## src/hdl/pmc_pkg.sv

```systemverilog
package pmc_pkg;

    // Fraction bits of the base-2 log (one squaring stage per bit)
    localparam int LOG_TABLE_BITS = 8;

    // Magnitude and leading-one exponent
    localparam int V_W = 16;
    localparam int E_W = 4;

    // Signed 10*log2 value, fraction LOG_TABLE_BITS bits
    localparam int LOG_L_W = E_W + LOG_TABLE_BITS + 5;

    // Common scaling of log value against scale_max (ratio is scale free)
    localparam int LX_SH = (LOG_TABLE_BITS > 8) ? 0 : 8 - LOG_TABLE_BITS;
    localparam int LM_SH = (LOG_TABLE_BITS > 8) ? LOG_TABLE_BITS - 8 : 0;

    // Mapped value, maximum, ramp operands, divider operands
    localparam int X_W = (LOG_L_W - 1 + LX_SH > V_W) ? LOG_L_W - 1 + LX_SH : V_W;
    localparam int M_W = 16 + LM_SH;
    localparam int A_W = X_W + 3;
    localparam int D_W = M_W + 2;
    localparam int P_W = (A_W > D_W) ? A_W : D_W;
    localparam int Q_W = D_W;
    localparam int N_W = P_W + 10;

    // Divider: one set-up stage, then two quotient bits per stage
    localparam int DIV_STAGES   = 4;
    localparam int DIV_BITS_PER = 2;
    localparam int DIV_Q_W      = DIV_STAGES * DIV_BITS_PER;
    localparam int DIV_LAT      = DIV_STAGES + 1;

    // Hue wheel: 36 steps per unit, reduced mod 360 by reciprocal multiply
    localparam int HUE_H_W = 22;
    localparam int HUE_Q_W = 14;
    localparam int HUE_SH  = 30;
    localparam int HUE_K   = (1 << HUE_SH) / 360;
    localparam int HUE_LAT = 4;
    localparam int HUE_PAD = LOG_TABLE_BITS - HUE_LAT;

    // Register map (word address bit)
    localparam logic REG_MODE  = 1'b0;
    localparam logic REG_SCALE = 1'b1;

    typedef enum logic [2:0] {
        MODE_BLUE     = 3'd0,
        MODE_HOT      = 3'd1,
        MODE_GRAY     = 3'd2,
        MODE_LOG_BLUE = 3'd3,
        MODE_LOG_HOT  = 3'd4,
        MODE_LOG_GRAY = 3'd5,
        MODE_HUE      = 3'd6,
        MODE_BLUE_ALT = 3'd7
    } cmap_mode_t;

    typedef enum logic [1:0] {
        SEL_ZERO  = 2'd0,
        SEL_FULL  = 2'd1,
        SEL_RATIO = 2'd2
    } chan_sel_t;

    typedef struct packed {
        logic      last;
        chan_sel_t sel_r;
        chan_sel_t sel_g;
        chan_sel_t sel_b;
    } pmc_side_t;

endpackage

```

## src/hdl/pmc_log.sv

```systemverilog
module pmc_log
    import pmc_pkg::*;
(
    input  logic                      clk,
    input  logic                      advance,
    input  logic [E_W-1:0]            e_in,
    input  logic [V_W-1:0]            m_in,
    output logic [E_W-1:0]            e_out,
    output logic [LOG_TABLE_BITS-1:0] f_out
);

    logic [V_W-1:0]            m_reg  [LOG_TABLE_BITS];
    logic [V_W-1:0]            m_next [LOG_TABLE_BITS];
    logic [LOG_TABLE_BITS-1:0] f_reg  [LOG_TABLE_BITS];
    logic [LOG_TABLE_BITS-1:0] f_next [LOG_TABLE_BITS];
    logic [E_W-1:0]            e_reg  [LOG_TABLE_BITS];
    logic [E_W-1:0]            e_next [LOG_TABLE_BITS];

    // One squaring of the mantissa per stage, one fraction bit out
    for (genvar k = 0; k < LOG_TABLE_BITS; k++)
    begin : g_sq
        logic [V_W-1:0]            m_src;
        logic [LOG_TABLE_BITS-1:0] f_src;
        logic [E_W-1:0]            e_src;
        logic [2*V_W-1:0]          sq;
        logic [V_W:0]              sq_sh;

        if (k == 0)
        begin : g_first
            assign m_src = m_in;
            assign f_src = '0;
            assign e_src = e_in;
        end
        else
        begin : g_rest
            assign m_src = m_reg[k-1];
            assign f_src = f_reg[k-1];
            assign e_src = e_reg[k-1];
        end

        assign sq        = m_src * m_src;
        assign sq_sh     = sq[2*V_W-1:V_W-1];
        assign m_next[k] = sq_sh[V_W] ? sq_sh[V_W:1] : sq_sh[V_W-1:0];
        assign f_next[k] = {f_src[LOG_TABLE_BITS-2:0], sq_sh[V_W]};
        assign e_next[k] = e_src;

        always_ff @(posedge clk)
        begin
            if (advance)
            begin
                m_reg[k] <= m_next[k];
                f_reg[k] <= f_next[k];
                e_reg[k] <= e_next[k];
            end
        end
    end

    assign e_out = e_reg[LOG_TABLE_BITS-1];
    assign f_out = f_reg[LOG_TABLE_BITS-1];

endmodule

```

## config.mk

```make
export PLATFORM = sky130hd
export DESIGN_NAME = pmc_log
export DESIGN_NICKNAME = d
export VERILOG_FILES = /design/src/hdl/pmc_pkg.sv /design/src/hdl/pmc_log.sv
export SDC_FILE = /design/constraint.sdc
export NUM_CORES = 2
export LEC_CHECK = 0
export BUFFER_PORTS_ARGS = -buffer_cell sky130_fd_sc_hd__buf_4
export CORE_MARGIN = 1.5
export CORE_UTILIZATION = 50
export CTS_BUF_LIST = sky130_fd_sc_hd__clkbuf_4 sky130_fd_sc_hd__clkbuf_8
export DETAILED_ROUTE_END_ITERATION = 7
export GPL_TIMING_DRIVEN = 0
export PLACE_DENSITY = 0.74
export SYNTH_ARGS = -nofsm -noshare
export SYNTH_HDL_FRONTEND = slang
export SYNTH_SLANG_ARGS = --single-unit
export TNS_END_PERCENT = 5
```

## constraint.sdc

```tcl
create_clock -name clk -period 10.8 [get_ports clk]
set_input_delay 0 -clock clk [delete_from_list [all_inputs] [get_ports clk]]
set_output_delay 0 -clock clk [all_outputs]
set_load 0.01 [all_outputs]
```

==> results.json <==
{
  "routedWlPerCell_um": 15.3,
  "vias": 43428,
  "crit_path_max_fanout": 10,
  "worst-setup-path-type": "reg -> reg",
  "hold_path.startpoint": "e_in[1]",
  "viasPerCell": 5.15,
  "synth.net_count": 8826,
  "coreArea_um2": 124000,
  "ioPinCount": 34,
  "critical-path-slowest-cell": "o21ai_0",
  "tightest_slew_ns": 0.972,
  "cts_sinks": 180,
  "hold_class": "in -> reg",
  "period_needed_ns": 7.87,
  "port_buffers": 31,
  "dieWidth_um": 356,
  "dp_hpwl_um": 112000,
  "start_util_pct": 50.5,
  "critPathCaptureType": "flop",
  "rsz0062_at_grt": "no",
  "reg2reg_from": "m_reg[2][9]",
  "synth_async_sr_flop_share_pct": 0,
  "final_common_cell": "inv_1",
  "cp_num_buf_inv": 9,
  "r2r_slack_ns": 2.93,
  "cp_cell_sequence": "clkbuf_1 -> nand2_1 -> inv_1 -> fa_1 -> inv_1 -> fa_1 -> inv_1 -> fa_1 -> inv_1 -> fa_1 -> inv_1 -> fa_1 -> inv_1 -> fa_1 -> inv_1 -> ha_1 -> nand2_1 -> o21ai_0 -> o21ai_1 -> nand3_1 -> a31oi_1 -> xnor2_1 -> buf_2 -> mux2_1",
  "syn_to_final_growth_pct": 4.42,
  "grt_max_degree": 96,
  "cts_buffers": 17,
  "clk_pin_slew_ns": 0.11,
  "startpoint_type": "flop",
  "max_cap_violations": 0,
  "overflow": 0,
  "worstReg2RegEnd": "m_reg[3][6]",
  "post_dp_cell_area_um2": 64800,
  "drcViolationCount": 1,
  "grt_pass1_wl_um": 224000,
  "fin_setup_tns_ns": 0,
  "ys_ff_latch": 180,
  "whs_path_depth": 2,
  "rows": 129,
  "hold_end": "e_reg[0][1]",
  "largest_reg_flops": 112,
  "fin_area_um2": 65200,
  "antenna_found_initial": 1,
  "mostFrequentLayoutCells": "inv_1 (1974), fa_1 (1290), ha_1 (791), nand2_1 (686), and2_1 (325)",
  "syn-instance-count": 6723,
  "path_delay_family": "adder cells",
  "routed_wl_um": 129000,
  "timing.fmax_mhz": 127,
  "synthFlopType": "edfxtp_1",
  "clkLatencyLatePin_ns": 0.64,
  "gp_congestion": 0.902,
  "die_y_um": 356,
  "finalHoldViolations": 0,
  "yosysWarnings": 0,
  "ys_types": 90,
  "syn-cell-area_um2": 62500,
  "drive_gt1_share_pct": 2.89,
  "crit_top_cell": "inv_1",
  "cp_slowest_stage_delay_ns": 0.71,
  "status": "complete, but fails checks",
  "grt_pass1_vias": 47558,
  "grtUsageTotal_pct": 21.5,
  "skew_ns": 0.0288,
  "slew_headroom_pct": 33.5,
  "violations": "design-rule violations",
  "cp.required_ns": 11.17,
  "htreeDepth": 4,
  "cts_tree": "done",
  "synth.avg_cell_area_um2": 9.29,
  "nets": 8882,
  "fin_crit_sh_pct": 72.9,
  "die_area_um2": 127000,
  "drtIter0Drc": 2696,
  "r2r_cells": 24,
  "synth_sequential_area_ratio_pct": 8.65,
  "slew_viol_final": 0,
  "critPathArrivalTime_ns": 8.24,
  "setup_viol": 0,
  "clockBufferDepth": 2,
  "final_antenna_net_count": 0,
  "drt_pass1_iterations": 8,
  "clockRootBuffer": "clkbuf_8",
  "postLayoutCoreUtil_pct": 52.7,
  "synth_edf_count": 180
}
[timing repair]
action	4_1_cts	5_1_grt
hold buffers	5	0
hold endpoints to repair	89	0
setup buffers	0	0
resized for setup	0	0
[metrics by stage]
stage	setup WS [ns]	instances	hold WS, ns
after detailed placement	2.98	8392	0.180
after global routing	2.53	8430	0.0648
final	2.93	8430	0.0874
after floorplan	4.26	6723	0.0989
after CTS	2.96	8429	0.0177
after global placement	3.17	8391	0.179
[cells by family (layout without fill, tap and decap cells)]
logic type	count (synthesis)	count (layout)	synth area share (%)
xor+xnor	181	181	2.61
mux	62	62	1.09
flops	180	180	8.65
compound gates	542	542	5.93
fa+ha+maj	2081	2081	57.2
buf+inv	2191	2260	13.3
simple gates	1486	1486	11.2
other cells	0	1	0
[how the worst max path moves through the flow]
stage / end / startpoint / depth (start not counted) / slack, ns
after detailed placement: m_reg[3][6] / m_reg[2][9] / 24 / 2.98
after global routing: m_reg[3][6] / m_reg[2][9] / 24 / 2.53
after floorplan: m_reg[3][6] / m_reg[2][14] / 22 / 4.26
after CTS: m_reg[3][6] / m_reg[2][9] / 24 / 2.96
after global placement: m_reg[3][6] / m_reg[2][9] / 24 / 3.17
final: m_reg[3][6] / m_reg[2][9] / 24 / 2.93
[final cells by class]
class | instances | area (um2)
clock inverter | 15 | 158
clock buffer | 17 | 234
timing repair buffer | 37 | 318
multi-input combinational | 4352 | 48700
sequential | 180 | 5410
fill | 10989 | 58600
tap | 1637 | 2050
antenna | 1 | 2.50
buffer | 212 | 886
inverter | 1979 | 7430
[Yosys cell counts, types with 28 or more instances]
library cell / count / area [um2]
inv_1: 1974 / 7410
fa_1: 1290 / 25800
ha_1: 791 / 9900
nand2_1: 686 / 2570
and2_1: 325 / 2030
nor2_1: 214 / 803
edfxtp_1: 180 / 5410
clkbuf_1: 175 / 657
a21oi_1: 146 / 731
xnor2_1: 117 / 1020
a21o_1: 84 / 631
o21ai_0: 67 / 335
xor2_1: 61 / 534
nor2b_1: 39 / 244
nand3_1: 37 / 185
nor3_1: 36 / 180
nand2b_1: 34 / 213
o21ai_1: 30 / 150
a211oi_1: 28 / 210
nand4_1: 28 / 175
[routing by layer]
metal,GRT usage (%),share of wire [%],vias to the layer above,wire length (um)
li1,-,-,20252,-
met1,27.5,42,21861,53600
met2,38.4,51,1084,65900
met3,2.08,4.7,231,6030
met4,6.47,2.6,0,3340
met5,0,0,-,0
Power is left out: the tool's default activity adds up to more than one toggle a clock period on the data nets, which glitch-free logic cannot reach.
