### config.mk
export PLATFORM = sky130hd
export DESIGN_NAME = pmc_div
export DESIGN_NICKNAME = d
export VERILOG_FILES = /design/src/hdl/pmc_pkg.sv /design/src/hdl/pmc_div.sv
export SDC_FILE = /design/constraint.sdc
export NUM_CORES = 1
export LEC_CHECK = 0
export ABC_AREA = 1
export ABC_CLOCK_PERIOD_IN_PS = 16250
export CORE_AREA = 2 2 306 308
export DETAILED_ROUTE_END_ITERATION = 7
export DIE_AREA = 0 0 308 310
export DONT_BUFFER_PORTS = 1
export PLACE_DENSITY = 0.46
export SYNTH_ARGS = -nofsm -noshare
export SYNTH_HDL_FRONTEND = slang
export SYNTH_SLANG_ARGS = --single-unit
### constraint.sdc
create_clock -name clk -period 16.25 [get_ports clk]
set_input_delay 1.625 -clock clk [delete_from_list [all_inputs] [get_ports clk]]
set_output_delay 1.625 -clock clk [all_outputs]
set_load 0.01 [all_outputs]
### src/hdl/pmc_pkg.sv
package pmc_pkg;

    // Fraction bits of the base-2 log (one squaring stage per bit)
    localparam int LOG_TABLE_BITS = 8;

    // Magnitude and leading-one exponent
    localparam int V_W = 16;
    localparam int E_W = 4;

    // Signed 10*log2 value, fraction LOG_TABLE_BITS bits
    localparam int LOG_L_W = E_W + LOG_TABLE_BITS + 5;

    // Common scaling of log value against scale_max (ratio is scale free)
    localparam int LX_SH = (LOG_TABLE_BITS > 8) ? 0 : 8 - LOG_TABLE_BITS;
    localparam int LM_SH = (LOG_TABLE_BITS > 8) ? LOG_TABLE_BITS - 8 : 0;

    // Mapped value, maximum, ramp operands, divider operands
    localparam int X_W = (LOG_L_W - 1 + LX_SH > V_W) ? LOG_L_W - 1 + LX_SH : V_W;
    localparam int M_W = 16 + LM_SH;
    localparam int A_W = X_W + 3;
    localparam int D_W = M_W + 2;
    localparam int P_W = (A_W > D_W) ? A_W : D_W;
    localparam int Q_W = D_W;
    localparam int N_W = P_W + 10;

    // Divider: one set-up stage, then two quotient bits per stage
    localparam int DIV_STAGES   = 4;
    localparam int DIV_BITS_PER = 2;
    localparam int DIV_Q_W      = DIV_STAGES * DIV_BITS_PER;
    localparam int DIV_LAT      = DIV_STAGES + 1;

    // Hue wheel: 36 steps per unit, reduced mod 360 by reciprocal multiply
    localparam int HUE_H_W = 22;
    localparam int HUE_Q_W = 14;
    localparam int HUE_SH  = 30;
    localparam int HUE_K   = (1 << HUE_SH) / 360;
    localparam int HUE_LAT = 4;
    localparam int HUE_PAD = LOG_TABLE_BITS - HUE_LAT;

    // Register map (word address bit)
    localparam logic REG_MODE  = 1'b0;
    localparam logic REG_SCALE = 1'b1;

    typedef enum logic [2:0] {
        MODE_BLUE     = 3'd0,
        MODE_HOT      = 3'd1,
        MODE_GRAY     = 3'd2,
        MODE_LOG_BLUE = 3'd3,
        MODE_LOG_HOT  = 3'd4,
        MODE_LOG_GRAY = 3'd5,
        MODE_HUE      = 3'd6,
        MODE_BLUE_ALT = 3'd7
    } cmap_mode_t;

    typedef enum logic [1:0] {
        SEL_ZERO  = 2'd0,
        SEL_FULL  = 2'd1,
        SEL_RATIO = 2'd2
    } chan_sel_t;

    typedef struct packed {
        logic      last;
        chan_sel_t sel_r;
        chan_sel_t sel_g;
        chan_sel_t sel_b;
    } pmc_side_t;

endpackage

### src/hdl/pmc_div.sv
module pmc_div
    import pmc_pkg::*;
(
    input  logic           clk,
    input  logic           advance,
    input  logic [P_W-1:0] p_in,
    input  logic [Q_W-1:0] q_in,
    output logic [7:0]     ratio_out
);

    // Rounded 255*p/q: quotient of (510p + q) / 2q, 0 for p = 0, 255 for p >= q
    logic [N_W-1:0]     rem_reg  [DIV_LAT];
    logic [N_W-1:0]     rem_next [DIV_LAT];
    logic [DIV_Q_W-1:0] quot_reg [DIV_LAT];
    logic [DIV_Q_W-1:0] quot_next[DIV_LAT];
    logic [Q_W:0]       d_reg    [DIV_LAT];
    logic               zero_reg [DIV_LAT];
    logic               sat_reg  [DIV_LAT];
    logic [Q_W:0]       d_next;
    logic               zero_next;
    logic               sat_next;

    // Set-up stage
    assign rem_next[0]  = (N_W'(p_in) * N_W'(510)) + N_W'(q_in);
    assign quot_next[0] = '0;
    assign d_next       = {q_in, 1'b0};
    assign zero_next    = (p_in == '0);
    assign sat_next     = (P_W'(p_in) >= P_W'(q_in));

    always_ff @(posedge clk)
    begin
        if (advance)
        begin
            rem_reg[0]  <= rem_next[0];
            quot_reg[0] <= quot_next[0];
            d_reg[0]    <= d_next;
            zero_reg[0] <= zero_next;
            sat_reg[0]  <= sat_next;
        end
    end

    // Restoring stages, two quotient bits each
    for (genvar s = 1; s < DIV_LAT; s++)
    begin : g_st
        localparam int BASE = DIV_Q_W - 1 - DIV_BITS_PER * (s - 1);

        always_comb
        begin
            rem_next[s]  = rem_reg[s-1];
            quot_next[s] = quot_reg[s-1];
            for (int j = 0; j < DIV_BITS_PER; j++)
            begin
                if (rem_next[s] >= (N_W'(d_reg[s-1]) << (BASE - j)))
                begin
                    rem_next[s]             = rem_next[s] - (N_W'(d_reg[s-1]) << (BASE - j));
                    quot_next[s][BASE - j]  = 1'b1;
                end
            end
        end

        always_ff @(posedge clk)
        begin
            if (advance)
            begin
                rem_reg[s]  <= rem_next[s];
                quot_reg[s] <= quot_next[s];
                d_reg[s]    <= d_reg[s-1];
                zero_reg[s] <= zero_reg[s-1];
                sat_reg[s]  <= sat_reg[s-1];
            end
        end
    end

    always_comb
    begin
        priority if (zero_reg[DIV_LAT-1]) ratio_out = 8'd0;
        else if (sat_reg[DIV_LAT-1])      ratio_out = 8'd255;
        else                              ratio_out = quot_reg[DIV_LAT-1][7:0];
    end

endmodule

==> key figures <==
Outcome
  • Status: finished, final reports clean

Global routing
  • GRT Residual Overflow: 0
  • Pin count of the biggest net entering global routing: approximately 220
  • First-pass GRT wire length: 108000 um
  • Total GRT Usage: approximately 14%
  • Vias in the first global route: 19298
  • Initial antenna violation count: 1

Layout
  • Area growth, synth to finish: 9.97%
  • Largest register FFs: 116
  • Nets: roughly 3400
  • Finished Cell Area: ~25000 sq um
  • Fraction of layout cells with a size suffix above 1: 4.21%
  • # diodes: 0
  • FILL cells: between 10000 and 15000

Detailed routing
  • Initial drt markers: ~1200
  • Total Wirelength: 67900 um
  • # DRC: 0
  • Vias: 19149
  • ANT nets after route: 0
  • Vias per inst: ~4.5
  • First drt pass iteration count: 5
  • DR WL/cell: 16.1 um

Floorplan
  • # rows: approximately 110
  • Die Height: approximately 310 um
  • Die Width: 308 um
  • Die area: 95500 sq um
  • I/O Pins: 47
  • Area of the core: 92500 sq um
  • Starting Density: 24.7%

Setup path
  • Critical Path Start Type: input pin
  • R2r setup slk: approximately 11 ns
  • Req. time, crit path: 16.57 ns
  • R2r startpoint: d_reg[0][55]
  • Arr. time, crit path: slightly above 7 ns
  • Worst R2R Path Depth: 25
  • CP Max Fanout: 6
  • Setup CP Type: in2reg
  • Origin of the worst setup path: p_in[7]
  • Endpoint class of the critical path: flip-flop

Synthesis
  • Share of synthesized registers carrying an async set or reset: 0%
  • Warning count from the yosys run: 0
  • Syn Inst Count: 2994
  • Mapped Nets: roughly 3400
  • Mapped cell area: 22900 sq um
  • Yosys reg bits: 214
  • Cell variety after synth: 58
  • Sequential-to-total area share from yosys stat: 28.1%
  • Syn avg cell area: about 7.6 sq um
  • Dominant synthesized flop cell: edfxtp_1
  • Number of enable flip-flop cells after synthesis: 214

STA
  • Final setup vio count: 0
  • Fmax achieved: 145 MHz
  • Unrepaired setup endpoints after global routing: false
  • Worst slew pin tran: between 1 and 1.5 ns
  • Clock skew: 0.0297 ns
  • Worst Setup Slack, final: 9.36 ns
  • Slew Viols, Final: 0
  • Hold Slack: between 0.4 and 0.5 ns
  • Final critical-path required period: just under 7 ns
  • Tcrit/Tclk final: 42.4%
  • Slew HR: 26.1%
  • Final hold violation count: 0
  • Final TNS setup: 0 ns

Placed design
  • RD Place Congestion: 0.873
  • Placed Area: 24200 sq um
  • IO buf count: 0
  • Dpl ws: approximately 8.8 ns
  • DP Wirelength: 57600 um

Run
  • Max-cap viol count: 0

Worst hold path
  • Worst hold-check path type: reg2reg
  • Min-delay src: sat_reg[0][3]
  • Worst hold stages: 0

Clocking
  • Max Buffers Root-to-Sink: 3
  • Cts bufs inserted: 26
  • CTS tree: yes
  • Sink Count: approximately 210
  • Clk pin slew, worst setup/hold paths: 0.07 ns
  • Clock Latency Late Sink: 0.57 ns
  • Root buffer cell: clkbuf_16
  • Hold buffer count at CTS: 0
  • CTS resizes: 0
  • CTS H-tree lvls: 1
  • Post-CTS setup buffer count: 0
==> synth_stat cells (5+ instances only) <==
master / number / area, sq um
ha_1: 238 / 2980
a21oi_2: 7 / 61.3
nand2_2: 12 / 75.1
xor2_1: 81 / 709
edfxtp_1: 214 / 6430
or2_2: 6 / 37.5
a21oi_1: 221 / 1110
buf_4: 5 / 37.5
a31oi_1: 17 / 106
o21bai_1: 11 / 82.6
nor2_1: 256 / 961
fa_1: 92 / 1840
nor3_1: 31 / 155
a21boi_0: 7 / 52.6
nand3_2: 10 / 100
clkbuf_1: 7 / 26.3
nand4_1: 81 / 507
nand3_1: 128 / 641
a21o_1: 13 / 97.6
inv_2: 15 / 56.3
nor4_1: 13 / 81.3
nand2_1: 733 / 2750
and2_1: 6 / 37.5
o21ai_0: 154 / 771
buf_2: 12 / 60.1
o21a_1: 10 / 75.1
nand3b_1: 8 / 60.1
inv_1: 470 / 1760
o21ai_1: 9 / 45.0
xnor2_1: 70 / 613
nor2_2: 9 / 56.3
==> path summary, 6_finish.rpt <==
check,end
min,sat_reg[0][4]
max reg2reg,rem_reg[0][100]
max,rem_reg[0][26]
min reg2reg,sat_reg[0][4]
==> kinds of logic after synthesis <==
| kind of cell | count (synthesis) | share of synthesized area (%) |
|---|---|---|
| compound gates | 463 | 11.0 |
| xor+xnor | 151 | 5.79 |
| fa+ha+maj | 330 | 21.1 |
| buf+inv | 519 | 8.89 |
| flops | 214 | 28.1 |
| mux | 1 | 0.0493 |
| simple gates | 1316 | 25.1 |
==> through the flow <==
| step | utilization (%) | std cells |
|---|---|---|
| finish | 27.2 | 4212 |
| global route | 27.2 | 4212 |
| CTS | 27.2 | 4212 |
| detailed placement | 26.2 | 4164 |
| global placement | 26.2 | 4164 |
| floorplan | - | 2994 |
==> critical path, cell delays in order <==
cell      delay, ns
inv_1          0.14
fa_1           0.64
inv_1          0.08
fa_1           0.50
fa_1           0.54
inv_1          0.05
fa_1           0.53
inv_1          0.04
ha_1           0.35
a21oi_1        0.22
a21boi_0       0.41
o21bai_1       0.15
a21oi_1        0.16
xnor2_1        0.16
ha_1           0.29
a21oi_1        0.24
o21ai_0        0.13
nor4_1         0.52
nor2_1         0.17
nand3_1        0.11
nand2_1        0.06
nand2_1        0.07
inv_1          0.03
==> layout make-up <==
class	instances	area [sq um]	share of cell area, %
Clock buffer	31	691	2.75
Multi-Input combinational cell	2261	14400	57.3
Clock inverter	17	255	1.02
Tap cell	1197	1500	5.96
Timing Repair Buffer	1	7.51	0.0299
Inverter	491	1860	7.39
Sequential cell	214	6430	25.6
==> per-layer routing <==
metal | global-route usage [%] | routed length, um
met5 | 0 | 0
met4 | 2.30 | 1130
met3 | 1.40 | 2130
met2 | 26.1 | 33400
met1 | 18.4 | 31200
==> placed cells by master (no fill, tap or decap), types with 4 or more instances in the layout <==
master,instances
a21oi_1,221
nand3_1,128
nand3_2,10
xor2_1,81
and2_1,6
nor3_1,31
a31oi_1,17
nand3_4,4
nand4_1,81
o211ai_1,4
nor2_2,9
a21o_1,13
inv_2,15
nor4_1,13
bufinv_16,6
clkbuf_16,27
clkbuf_1,4
nand2_1,733
inv_6,6
nand3b_1,8
fa_1,92
xnor2_1,70
edfxtp_1,214
or2_2,6
nand2_2,12
ha_1,238
o21a_1,10
o21ai_0,154
inv_1,470
a21oi_2,7
nor2_4,4
a21boi_0,7
clkinv_1,4
nor2_1,256
o21bai_1,11
o21ai_1,9
Power is not shown: default switching activity piles up to over one toggle a cycle in this logic, so the estimate is an artifact.
