[src/hdl/pmc_pkg.sv]
package pmc_pkg;

    // Fraction bits of the base-2 log (one squaring stage per bit)
    localparam int LOG_TABLE_BITS = 8;

    // Magnitude and leading-one exponent
    localparam int V_W = 16;
    localparam int E_W = 4;

    // Signed 10*log2 value, fraction LOG_TABLE_BITS bits
    localparam int LOG_L_W = E_W + LOG_TABLE_BITS + 5;

    // Common scaling of log value against scale_max (ratio is scale free)
    localparam int LX_SH = (LOG_TABLE_BITS > 8) ? 0 : 8 - LOG_TABLE_BITS;
    localparam int LM_SH = (LOG_TABLE_BITS > 8) ? LOG_TABLE_BITS - 8 : 0;

    // Mapped value, maximum, ramp operands, divider operands
    localparam int X_W = (LOG_L_W - 1 + LX_SH > V_W) ? LOG_L_W - 1 + LX_SH : V_W;
    localparam int M_W = 16 + LM_SH;
    localparam int A_W = X_W + 3;
    localparam int D_W = M_W + 2;
    localparam int P_W = (A_W > D_W) ? A_W : D_W;
    localparam int Q_W = D_W;
    localparam int N_W = P_W + 10;

    // Divider: one set-up stage, then two quotient bits per stage
    localparam int DIV_STAGES   = 4;
    localparam int DIV_BITS_PER = 2;
    localparam int DIV_Q_W      = DIV_STAGES * DIV_BITS_PER;
    localparam int DIV_LAT      = DIV_STAGES + 1;

    // Hue wheel: 36 steps per unit, reduced mod 360 by reciprocal multiply
    localparam int HUE_H_W = 22;
    localparam int HUE_Q_W = 14;
    localparam int HUE_SH  = 30;
    localparam int HUE_K   = (1 << HUE_SH) / 360;
    localparam int HUE_LAT = 4;
    localparam int HUE_PAD = LOG_TABLE_BITS - HUE_LAT;

    // Register map (word address bit)
    localparam logic REG_MODE  = 1'b0;
    localparam logic REG_SCALE = 1'b1;

    typedef enum logic [2:0] {
        MODE_BLUE     = 3'd0,
        MODE_HOT      = 3'd1,
        MODE_GRAY     = 3'd2,
        MODE_LOG_BLUE = 3'd3,
        MODE_LOG_HOT  = 3'd4,
        MODE_LOG_GRAY = 3'd5,
        MODE_HUE      = 3'd6,
        MODE_BLUE_ALT = 3'd7
    } cmap_mode_t;

    typedef enum logic [1:0] {
        SEL_ZERO  = 2'd0,
        SEL_FULL  = 2'd1,
        SEL_RATIO = 2'd2
    } chan_sel_t;

    typedef struct packed {
        logic      last;
        chan_sel_t sel_r;
        chan_sel_t sel_g;
        chan_sel_t sel_b;
    } pmc_side_t;

endpackage

[src/hdl/pmc_hue.sv]
module pmc_hue
    import pmc_pkg::*;
(
    input  logic        clk,
    input  logic        advance,
    input  logic [31:0] prod_in,
    output logic [2:0]  sec_out,
    output logic [5:0]  rem_out
);

    logic [HUE_H_W-1:0]   h1_reg, h1_next;
    logic [HUE_H_W-1:0]   h2_reg;
    logic [HUE_Q_W-1:0]   hq2_reg, hq2_next;
    logic [8:0]           hm3_reg, hm3_next;
    logic [2:0]           sec4_reg, sec4_next;
    logic [5:0]           rem4_reg, rem4_next;
    logic [37:0]          prod36;
    logic [2*HUE_H_W-1:0] qmul;
    logic [HUE_H_W-1:0]   hsub;
    logic [8:0]           rem9;

    // Stage 1: scale by 36, drop 16 fraction bits
    assign prod36  = {6'b0, prod_in} * 38'd36;
    assign h1_next = prod36[16 +: HUE_H_W];

    // Stage 2: quotient estimate by 360 (exact or one short)
    assign qmul     = {{HUE_H_W{1'b0}}, h1_reg} * (2*HUE_H_W)'(HUE_K);
    assign hq2_next = qmul[HUE_SH +: HUE_Q_W];

    // Stage 3: remainder with one correction step
    assign hsub     = h2_reg - (HUE_H_W'(hq2_reg) * HUE_H_W'(360));
    assign hm3_next = (hsub[9:0] >= 10'd360) ? 9'(hsub[9:0] - 10'd360) : hsub[8:0];

    // Stage 4: sector and position within sector
    always_comb
    begin
        priority if (hm3_reg >= 9'd300) sec4_next = 3'd5;
        else if (hm3_reg >= 9'd240)     sec4_next = 3'd4;
        else if (hm3_reg >= 9'd180)     sec4_next = 3'd3;
        else if (hm3_reg >= 9'd120)     sec4_next = 3'd2;
        else if (hm3_reg >= 9'd60)      sec4_next = 3'd1;
        else                            sec4_next = 3'd0;
        rem9      = hm3_reg - (9'(sec4_next) * 9'd60);
        rem4_next = rem9[5:0];
    end

    always_ff @(posedge clk)
    begin
        if (advance)
        begin
            h1_reg   <= h1_next;
            h2_reg   <= h1_reg;
            hq2_reg  <= hq2_next;
            hm3_reg  <= hm3_next;
            sec4_reg <= sec4_next;
            rem4_reg <= rem4_next;
        end
    end

    // Pad to the latency of the log unit
    if (HUE_PAD > 0)
    begin : g_pad
        logic [2:0] sec_pad_reg [HUE_PAD];
        logic [5:0] rem_pad_reg [HUE_PAD];

        always_ff @(posedge clk)
        begin
            if (advance)
            begin
                sec_pad_reg[0] <= sec4_reg;
                rem_pad_reg[0] <= rem4_reg;
                for (int i = 1; i < HUE_PAD; i++)
                begin
                    sec_pad_reg[i] <= sec_pad_reg[i-1];
                    rem_pad_reg[i] <= rem_pad_reg[i-1];
                end
            end
        end

        assign sec_out = sec_pad_reg[HUE_PAD-1];
        assign rem_out = rem_pad_reg[HUE_PAD-1];
    end
    else
    begin : g_nopad
        assign sec_out = sec4_reg;
        assign rem_out = rem4_reg;
    end

endmodule

[config.mk]
export PLATFORM = sky130hd
export DESIGN_NAME = pmc_hue
export DESIGN_NICKNAME = d
export VERILOG_FILES = /design/src/hdl/pmc_pkg.sv /design/src/hdl/pmc_hue.sv
export SDC_FILE = /design/constraint.sdc
export NUM_CORES = 1
export LEC_CHECK = 0
export BUFFER_PORTS_ARGS = -buffer_cell sky130_fd_sc_hd__buf_2
export CORE_ASPECT_RATIO = 1.2
export CORE_MARGIN = 4
export CORE_UTILIZATION = 45
export CTS_BUF_LIST = sky130_fd_sc_hd__clkbuf_16
export DETAILED_ROUTE_END_ITERATION = 10
export PLACE_DENSITY = 0.68
export SLEW_MARGIN = 25
export SYNTH_ARGS = -nofsm -noshare
export SYNTH_HDL_FRONTEND = slang
export SYNTH_SLANG_ARGS = --single-unit
[constraint.sdc]
create_clock -name clk -period 6.99 [get_ports clk]
set_clock_uncertainty 0.05 [all_clocks]
set_input_delay 0.3495 -clock clk [delete_from_list [all_inputs] [get_ports clk]]
set_output_delay 0.3495 -clock clk [all_outputs]
set_load 0.02 [all_outputs]
==> results of run 1 <==
## cell families after synthesis
kind of cell    Yosys count  synth area share [%]
fa+ha+maj               341                  47.3
buf+inv                 311                  10.5
compound gates          125                  7.78
flops                    93                  25.2
simple gates             78                  3.82
xor+xnor                 65                  5.14
mux                       2                 0.192
## synth_stat cells, drive strengths merged (2+ instances only)
master / number
a31oi: 2
inv: 310
nor3b: 3
and2: 9
o22ai: 3
o21bai: 10
a2111oi: 2
ha: 210
fa: 130
edfxtp: 93
a21o: 19
nor2: 24
nand3: 7
a41oi: 2
nand4: 3
a21oi: 37
nand2: 11
a211oi: 5
nand2b: 3
nor2b: 4
a21boi: 5
xor2: 27
and3: 4
or2: 2
o31ai: 3
a41o: 2
nor3: 3
o21ai: 21
o2111ai: 2
o21a: 3
xnor2: 38
## layer usage
layer | share of wire, % | vias to the layer above | global-route usage [%]
li1 | - | 3370 | -
met1 | 42 | 3218 | 20.0
met3 | 2.5 | 41 | 2.19
met2 | 52 | 118 | 29.8
met4 | 4.2 | 0 | 6.75
met5 | 0 | - | 0
## worst max-delay path: cells and delay by family (launching register included)
kind	cells	cell delay (ns)
adders and majority gates	7	3.10
DFF	1	0.53
AOI/OAI and AO/OA	8	1.44
buffers and inverters	4	0.24
xor gates and xnor gates	2	0.34
## cell type report
type                            count  area (sq um)
Clock buffer                        9           225
Clock inverter                      7          86.3
Fill cell                        2157         12100
Inverter                          310          1160
Multi-Input combinational cell    611          7120
Sequential cell                    93          2790
Tap cell                          320           400
Timing Repair Buffer               43           220
## metrics by stage
stage / hold slack [ns] / instance area (sq um)
4_1_cts: 0.270 / 12000
3_3_place_gp: 0.351 / 11700
3_5_place_dp: 0.355 / 11700
5_1_grt: 0.279 / 12000
6_report: 0.278 / 12000
2_1_floorplan: 0.350 / 11100
## final timing paths
path                                                   startpoint                           endpoint  slack (ns)  cells after the start
worst min register to register  g_pad.rem_pad_reg[0][0]$_DFFE_PP_  g_pad.rem_pad_reg[1][0]$_DFFE_PP_        0.37                      0
worst max register to register                h1_reg[4]$_DFFE_PP_               hq2_reg[3]$_DFFE_PP_        1.06                     21
worst min-delay path                                  prod_in[31]               h1_reg[21]$_DFFE_PP_        0.28                      2
worst max-delay path                          h1_reg[4]$_DFFE_PP_               hq2_reg[3]$_DFFE_PP_        1.06                     21
==> reports/metrics.yaml, run 1 <==
drt:
  avgViaCountPerCell: 4.84
  drtIter0Drc: 199
  first_pass_iters: 4
  ant_nets: 0
  routed_wl_um: 21100
  wl_per_cell_um: 15.1
  num_vias: 6747
  drc: 0
grt:
  grt.total_usage_pct: 16.7
  antenna_found_initial: 0
  grt_pass1_vias: 7424
  grt-ovfl-total: 0
  grt_max_degree: 78
  grt_pass1_wl_um: 35600
clock_network:
  root_buffer: "clkbuf_16"
  numCtsBuffers: 9
  clk_path_buf_depth: 2
  clkLatencyLatePin_ns: 0.36
  cts_tree: "done"
  clkTransAtPathRegs_ns: 0.08
  post_cts_buffers: 0
  clock_sinks: 93
  cts_hold_buffers: 0
  h-tree-depth: 3
  ctsResizeCount: 0
synth:
  yosysTopAreaCellShare_pct: 25.2
  synthTopCellsByArea: "edfxtp_1 (25%), ha_1 (24%), fa_1 (23%), inv_1 (11%), xnor2_1 (3.0%)"
  synth_flop_cell: "edfxtp_1"
  synth_edf_count: 93
  ys_warn_count: 0
  synth_cells: 1015
  syn_area_per_cell_sq_um: 10.9
  yosysUniqueCellTypes: 58
  ys_seq_area_share_pct: 25.2
  ys_seq_elements: 93
  synth_fp_nets: 1389
  netlist_area_sq_um: 11100
  yosysTopAreaCell: "edfxtp_1"
  async_flop_share_pct: 0
place:
  place_ws_ns: 1.07
  dp_hpwl_um: 18500
  gp_congestion: 0.937
  dp_cells: 1377
  io_buffers: 42
setup_path:
  critPathKind: "reg -> reg"
  critPathLaunchType: "flip-flop"
  required_ns: 7.05
  endpoint_kind: "flip-flop"
  arrival_ns: 5.99
  max_stage_delay_ns: 0.54
  critPathMaxFanout: 7
  slowest_stage: "fa_1"
  worstPathCellList: "ha_1, xor2_1, ha_1, a21o_1, fa_1, inv_1, fa_1, inv_1, fa_1, inv_1, fa_1, inv_1, ha_1, a21o_1, a21oi_1, o21ai_0, a221oi_1, o21ai_0, a21oi_1, o21bai_1, xor2_1"
floorplan:
  coreArea_sq_um: 24100
  rows: 62
  boundaryPins: 43
  fp.dieH_um: 180
  die_x_um: 151
  dieArea_sq_um: 27200
  floorplan.initialDensity_pct: 45.9
timing:
  worstMarginPinSlew_ns: 0.944
  setup_slack_ns: 1.06
  fmax_mhz: 169
  grt_setup_unrepaired: "no"
  period_needed_ns: 5.93
  setup_violations: 0
  fin_setup_tns_ns: 0
  timing_hold_violations_final: 0
  slew_headroom_pct: 37.1
  fin_crit_sh_pct: 84.9
  maxSlewViolCount: 0
layout:
  largest_reg_flops: 24
  diodes: 0
  instances_no_fill: 1393
  final_nets: 1442
  drive_above_1_share_pct: 6.71
  layout_commonest_cell: "inv_1"
  utilization_pct: 49.8
  mostFrequentLayoutCells: "inv_1 (310), ha_1 (210), fa_1 (130), edfxtp_1 (93), buf_2 (41)"
  syn2layout_area_growth_pct: 8.38
flow_run:
  max-cap-violations: 0
run_status:
  outcome: "finished, final reports clean"
min_path:
  min_path_type: "in -> reg"
Power of run 1 is left out: the tool's default activity adds up to more than one toggle a clock period on the data nets, which glitch-free logic cannot reach.
==> inputs of run 2 (changes only) <==
- clock period: 6.99 -> 5.7 ns (I/O delays scaled with it)
==> reports/metrics.yaml, run 2 (synthesis results as in run 1) <==
grt:
  grt.total_usage_pct: 17.2
  grt-ovfl-total: 0
  grt_pass1_vias: 7687
  antenna_found_initial: 0
  grt_pass1_wl_um: 36800
  grt_max_degree: 84
drt:
  drc: 0
  avgViaCountPerCell: 4.94
  num_vias: 7140
  first_pass_iters: 5
  ant_nets: 0
  wl_per_cell_um: 15.4
  drtIter0Drc: 228
  routed_wl_um: 22200
place:
  dp_hpwl_um: 18800
  io_buffers: 42
  place_ws_ns: -0.0750
  dp_cells: 1419
  postPlaceCellArea_sq_um: 12000
  gp_congestion: 0.896
timing:
  worstMarginPinSlew_ns: 0.761
  timing_hold_violations_final: 0
  setup_violations: 0
  slew_headroom_pct: 49.3
  setup_slack_ns: 0.175
  hold_ws_ns: 0.208
  fmax_mhz: 181
  period_needed_ns: 5.53
  fin_crit_sh_pct: 96.9
  maxSlewViolCount: 0
floorplan:
  floorplan.initialDensity_pct: 45.9
  fp.dieH_um: 180
  rows: 62
  boundaryPins: 43
  die_x_um: 151
  dieArea_sq_um: 27200
  coreArea_sq_um: 24100
clock_network:
  h-tree-depth: 3
  clkTransAtPathRegs_ns: 0.08
  clk_path_buf_depth: 2
  root_buffer: "clkbuf_16"
  clock_sinks: 93
  numCtsBuffers: 9
  clkLatencyLatePin_ns: 0.36
  cts_tree: "done"
layout:
  syn2layout_area_growth_pct: 14.6
  diodes: 0
  final_nets: 1495
  largest_reg_flops: 24
  drive_above_1_share_pct: 13.9
  layout_commonest_cell: "inv_1"
  mostFrequentLayoutCells: "inv_1 (308), ha_1 (192), fa_1 (130), edfxtp_1 (93), buf_4 (52)"
  instances_no_fill: 1446
  finalInstanceArea_sq_um: 12700
flow_run:
  max-cap-violations: 0
run_status:
  outcome: "finished, final reports clean"
setup_path:
  r2r_slack_ns: 0.17
  arrival_ns: 5.59
  critPathMaxFanout: 3
  critPathLaunchType: "flip-flop"
  critPathKind: "reg -> reg"
  endpoint_kind: "flip-flop"
  required_ns: 5.76
min_path:
  min_path_type: "in -> reg"
-- run 2: changes by cell type in the layout (fill, tap and decap cells not counted), moves of 2 or more --
cell and delta:
o21ai_1 +4, o21ai_0 -5, buf_6 +3, a21oi_2 +3, ha_4 +14, inv_1 -2, ha_1 -18, ha_2 +4
a21oi_1 -3, xor2_1 -2, buf_4 +50
-- run 2: repair_timing --
action,in CTS,in global routing
gates resized for setup,5,41
hold buffers,0,0
setup endpoints to repair,5,7
pin swaps,0,20
setup buffers,3,8
-- run 2: path summary, 6_finish.rpt --
path | start | endpoint | cells past startpoint
setup / recovery | h1_reg[5]$_DFFE_PP_ | hq2_reg[6]$_DFFE_PP_ | 20
hold reg to reg | sec4_reg[0]$_DFFE_PP_ | g_pad.sec_pad_reg[0][0]$_DFFE_PP_ | 0
setup reg to reg | h1_reg[5]$_DFFE_PP_ | hq2_reg[6]$_DFFE_PP_ | 20
hold / removal | prod_in[31] | h1_reg[21]$_DFFE_PP_ | 2
-- run 2: worst max-delay path: stages (launching register included) --
cell and delay, ns:
edfxtp_1 0.46, buf_4 0.18, ha_4 0.27, xor2_2 0.21, ha_2 0.33, fa_1 0.54
inv_1 0.06, fa_1 0.52, inv_1 0.05, fa_1 0.52, inv_1 0.06, fa_1 0.54
inv_1 0.05, ha_1 0.32, nand3_1 0.15, nor2_1 0.12, and4_1 0.25, nor4_4 0.05
o31a_1 0.27, a21oi_1 0.18, xnor2_1 0.08
-- run 2: final cells by class --
class | count | area [sq um]
fill | 2096 | 11400
multi-input combinational | 611 | 7380
sequential | 93 | 2790
inverter | 310 | 1170
timing repair buffer | 96 | 629
tap | 320 | 400
clock buffer | 9 | 225
clock inverter | 7 | 91.3
-- run 2: layer usage --
metal	GRT usage, %	part of all wire [%]
met1	20.1	40
met2	31.9	55
met4	5.88	2.5
met3	2.02	2.5
met5	0	0
-- run 2: per-stage QoR --
| stage | TNS (ns) | util, % |
|---|---|---|
| final | 0 | 52.6 |
| after floorplan | 0 | - |
| after global routing | -0.115 | 52.6 |
| after CTS | 0 | 51.3 |
| after global placement | -0.0227 | 49.8 |
| after detailed placement | -0.187 | 49.8 |
Power of run 2 is left out for the same reason.
==> inputs of run 3 (changes only) <==
- BUFFER_PORTS_ARGS: -buffer_cell sky130_fd_sc_hd__buf_2 -> -buffer_cell sky130_fd_sc_hd__buf_4
- REMOVE_ABC_BUFFERS: unset -> 1
==> reports/metrics.yaml, run 3 (synthesis results as in run 1) <==
run_status:
  outcome: "finished, final reports clean"
layout:
  drive_above_1_share_pct: 14.7
  mostFrequentLayoutCells: "inv_1 (304), ha_1 (196), fa_1 (130), buf_4 (99), edfxtp_1 (93)"
  syn2layout_area_growth_pct: 15.7
  final_nets: 1501
  nFillCells: 2072
  layout_commonest_cell: "inv_1"
  utilization_pct: 53.1
  register_area_sq_um: 2790
  diodes: 0
  multi_input_area_sq_um: 7370
  instances_no_fill: 1452
  largest_reg_flops: 24
setup_path:
  endpoint_kind: "flip-flop"
  critPathMaxFanout: 4
  required_ns: 5.77
  worstPathCellList: "ha_4, buf_4, inv_1, fa_1, fa_1, fa_1, fa_1, fa_1, inv_1, ha_1, a21oi_2, buf_4, o21bai_1, a21oi_1, o21bai_1, a21oi_1, o31a_1, o21bai_1, xor2_1"
  cp_common_cell: "fa_1"
  r2r_slack_ns: 0.21
  critPathLaunchType: "flip-flop"
  crit_buf_inv: 4
  critPathKind: "reg -> reg"
  slowest_stage: "fa_1"
  max_stage_delay_ns: 0.57
  arrival_ns: 5.56
  path_delay_family: "adder cells"
grt:
  grt-ovfl-total: 0
  antenna_found_initial: 0
  grt_max_degree: 87
  grt_pass1_wl_um: 37500
  grt_pass1_vias: 7885
  grt.total_usage_pct: 17.5
timing:
  fin_crit_sh_pct: 96.3
  worstMarginPinSlew_ns: 0.787
  maxSlewViolCount: 0
  slew_headroom_pct: 47.5
  timing_hold_violations_final: 0
  fmax_mhz: 182
  fin_setup_tns_ns: 0
  period_needed_ns: 5.49
  grt_setup_unrepaired: "yes"
  setup_violations: 0
place:
  io_buffers: 42
  dp_cells: 1416
  gp_congestion: 0.909
  dp_hpwl_um: 19000
drt:
  avgViaCountPerCell: 4.95
  wl_met2_um: 12300
  ant_nets: 0
  wl_met1_um: 8870
  dr.max_layer_used: "met4"
  drtIter0Drc: 227
  first_pass_iters: 5
  num_vias: 7191
  drc: 0
  wl_per_cell_um: 15.5
  routed_wl_um: 22600
  met3_length_um: 619
clock_network:
  cts_tree: "done"
  numCtsBuffers: 9
  clkTransAtPathRegs_ns: 0.08
  clock_sinks: 93
  clk_path_buf_depth: 2
  h-tree-depth: 3
  root_buffer: "clkbuf_16"
  clkLatencyLatePin_ns: 0.36
floorplan:
  dieArea_sq_um: 27200
  fp.dieH_um: 180
  floorplan.initialDensity_pct: 45.9
  rows: 62
  die_x_um: 151
  coreArea_sq_um: 24100
  boundaryPins: 43
min_path:
  min_path_type: "in -> reg"
flow_run:
  max-cap-violations: 0
==> run 3: cell types whose count changed in the layout (fill, tap and decap cells not counted), sizes merged <==
| cell | delta |
|---|---|
| buf | +6 |
| inv | +2 |
| clkinv | -1 |
| clkinvlp | -1 |
==> run 3: what timing repair did <==
action,CTS,global route
gates resized for setup,2,45
pin swaps,0,26
setup buffers,3,17
setup endpoints to repair,5,7
hold buffers,0,0
==> run 3: path summary, 6_finish.rpt <==
path         depth (start not counted)                                end                               from
max                                 19               hq2_reg[5]$_DFFE_PP_               h1_reg[11]$_DFFE_PP_
min                                  1               hq2_reg[6]$_DFFE_PP_                            advance
max reg2reg                         19               hq2_reg[5]$_DFFE_PP_               h1_reg[11]$_DFFE_PP_
min reg2reg                          0  g_pad.sec_pad_reg[1][1]$_DFFE_PP_  g_pad.sec_pad_reg[0][1]$_DFFE_PP_
==> run 3: routing by layer <==
layer,global-route usage (%),vias to the layer above
li1,-,3484
met5,0,-
met3,1.86,40
met4,6.97,0
met1,20.2,3542
met2,32.5,125
==> run 3: metrics by stage <==
| step | hold WS, ns | area, sq um | setup slack [ns] |
|---|---|---|---|
| floorplan | 0.347 | 11100 | 0.224 |
| global route | 0.181 | 12800 | -0.0588 |
| finish | 0.168 | 12800 | 0.208 |
| CTS | 0.172 | 12400 | 0.00339 |
| global placement | 0.352 | 12100 | -0.0836 |
| detailed placement | 0.355 | 12100 | -0.120 |
==> run 3: area by class of cell <==
type | instances | share of cell area, %
Inverter | 310 | 9.08
Clock inverter | 7 | 0.674
Multi-Input combinational cell | 611 | 57.5
Sequential cell | 93 | 21.8
Clock buffer | 9 | 1.76
Tap cell | 320 | 3.12
Timing Repair Buffer | 102 | 6.06
==> run 3: worst register-to-register path, cell delays in order, from the launching register on <==
cell,delay [ns]
edfxtp_1,0.52
ha_4,0.33
buf_4,0.12
inv_1,0.07
fa_1,0.51
fa_1,0.57
fa_1,0.45
fa_1,0.49
fa_1,0.54
inv_1,0.04
ha_1,0.35
a21oi_2,0.21
buf_4,0.15
o21bai_1,0.07
a21oi_1,0.15
o21bai_1,0.07
a21oi_1,0.13
o31a_1,0.20
o21bai_1,0.09
xor2_1,0.14
Power of run 3 is left out for the same reason.
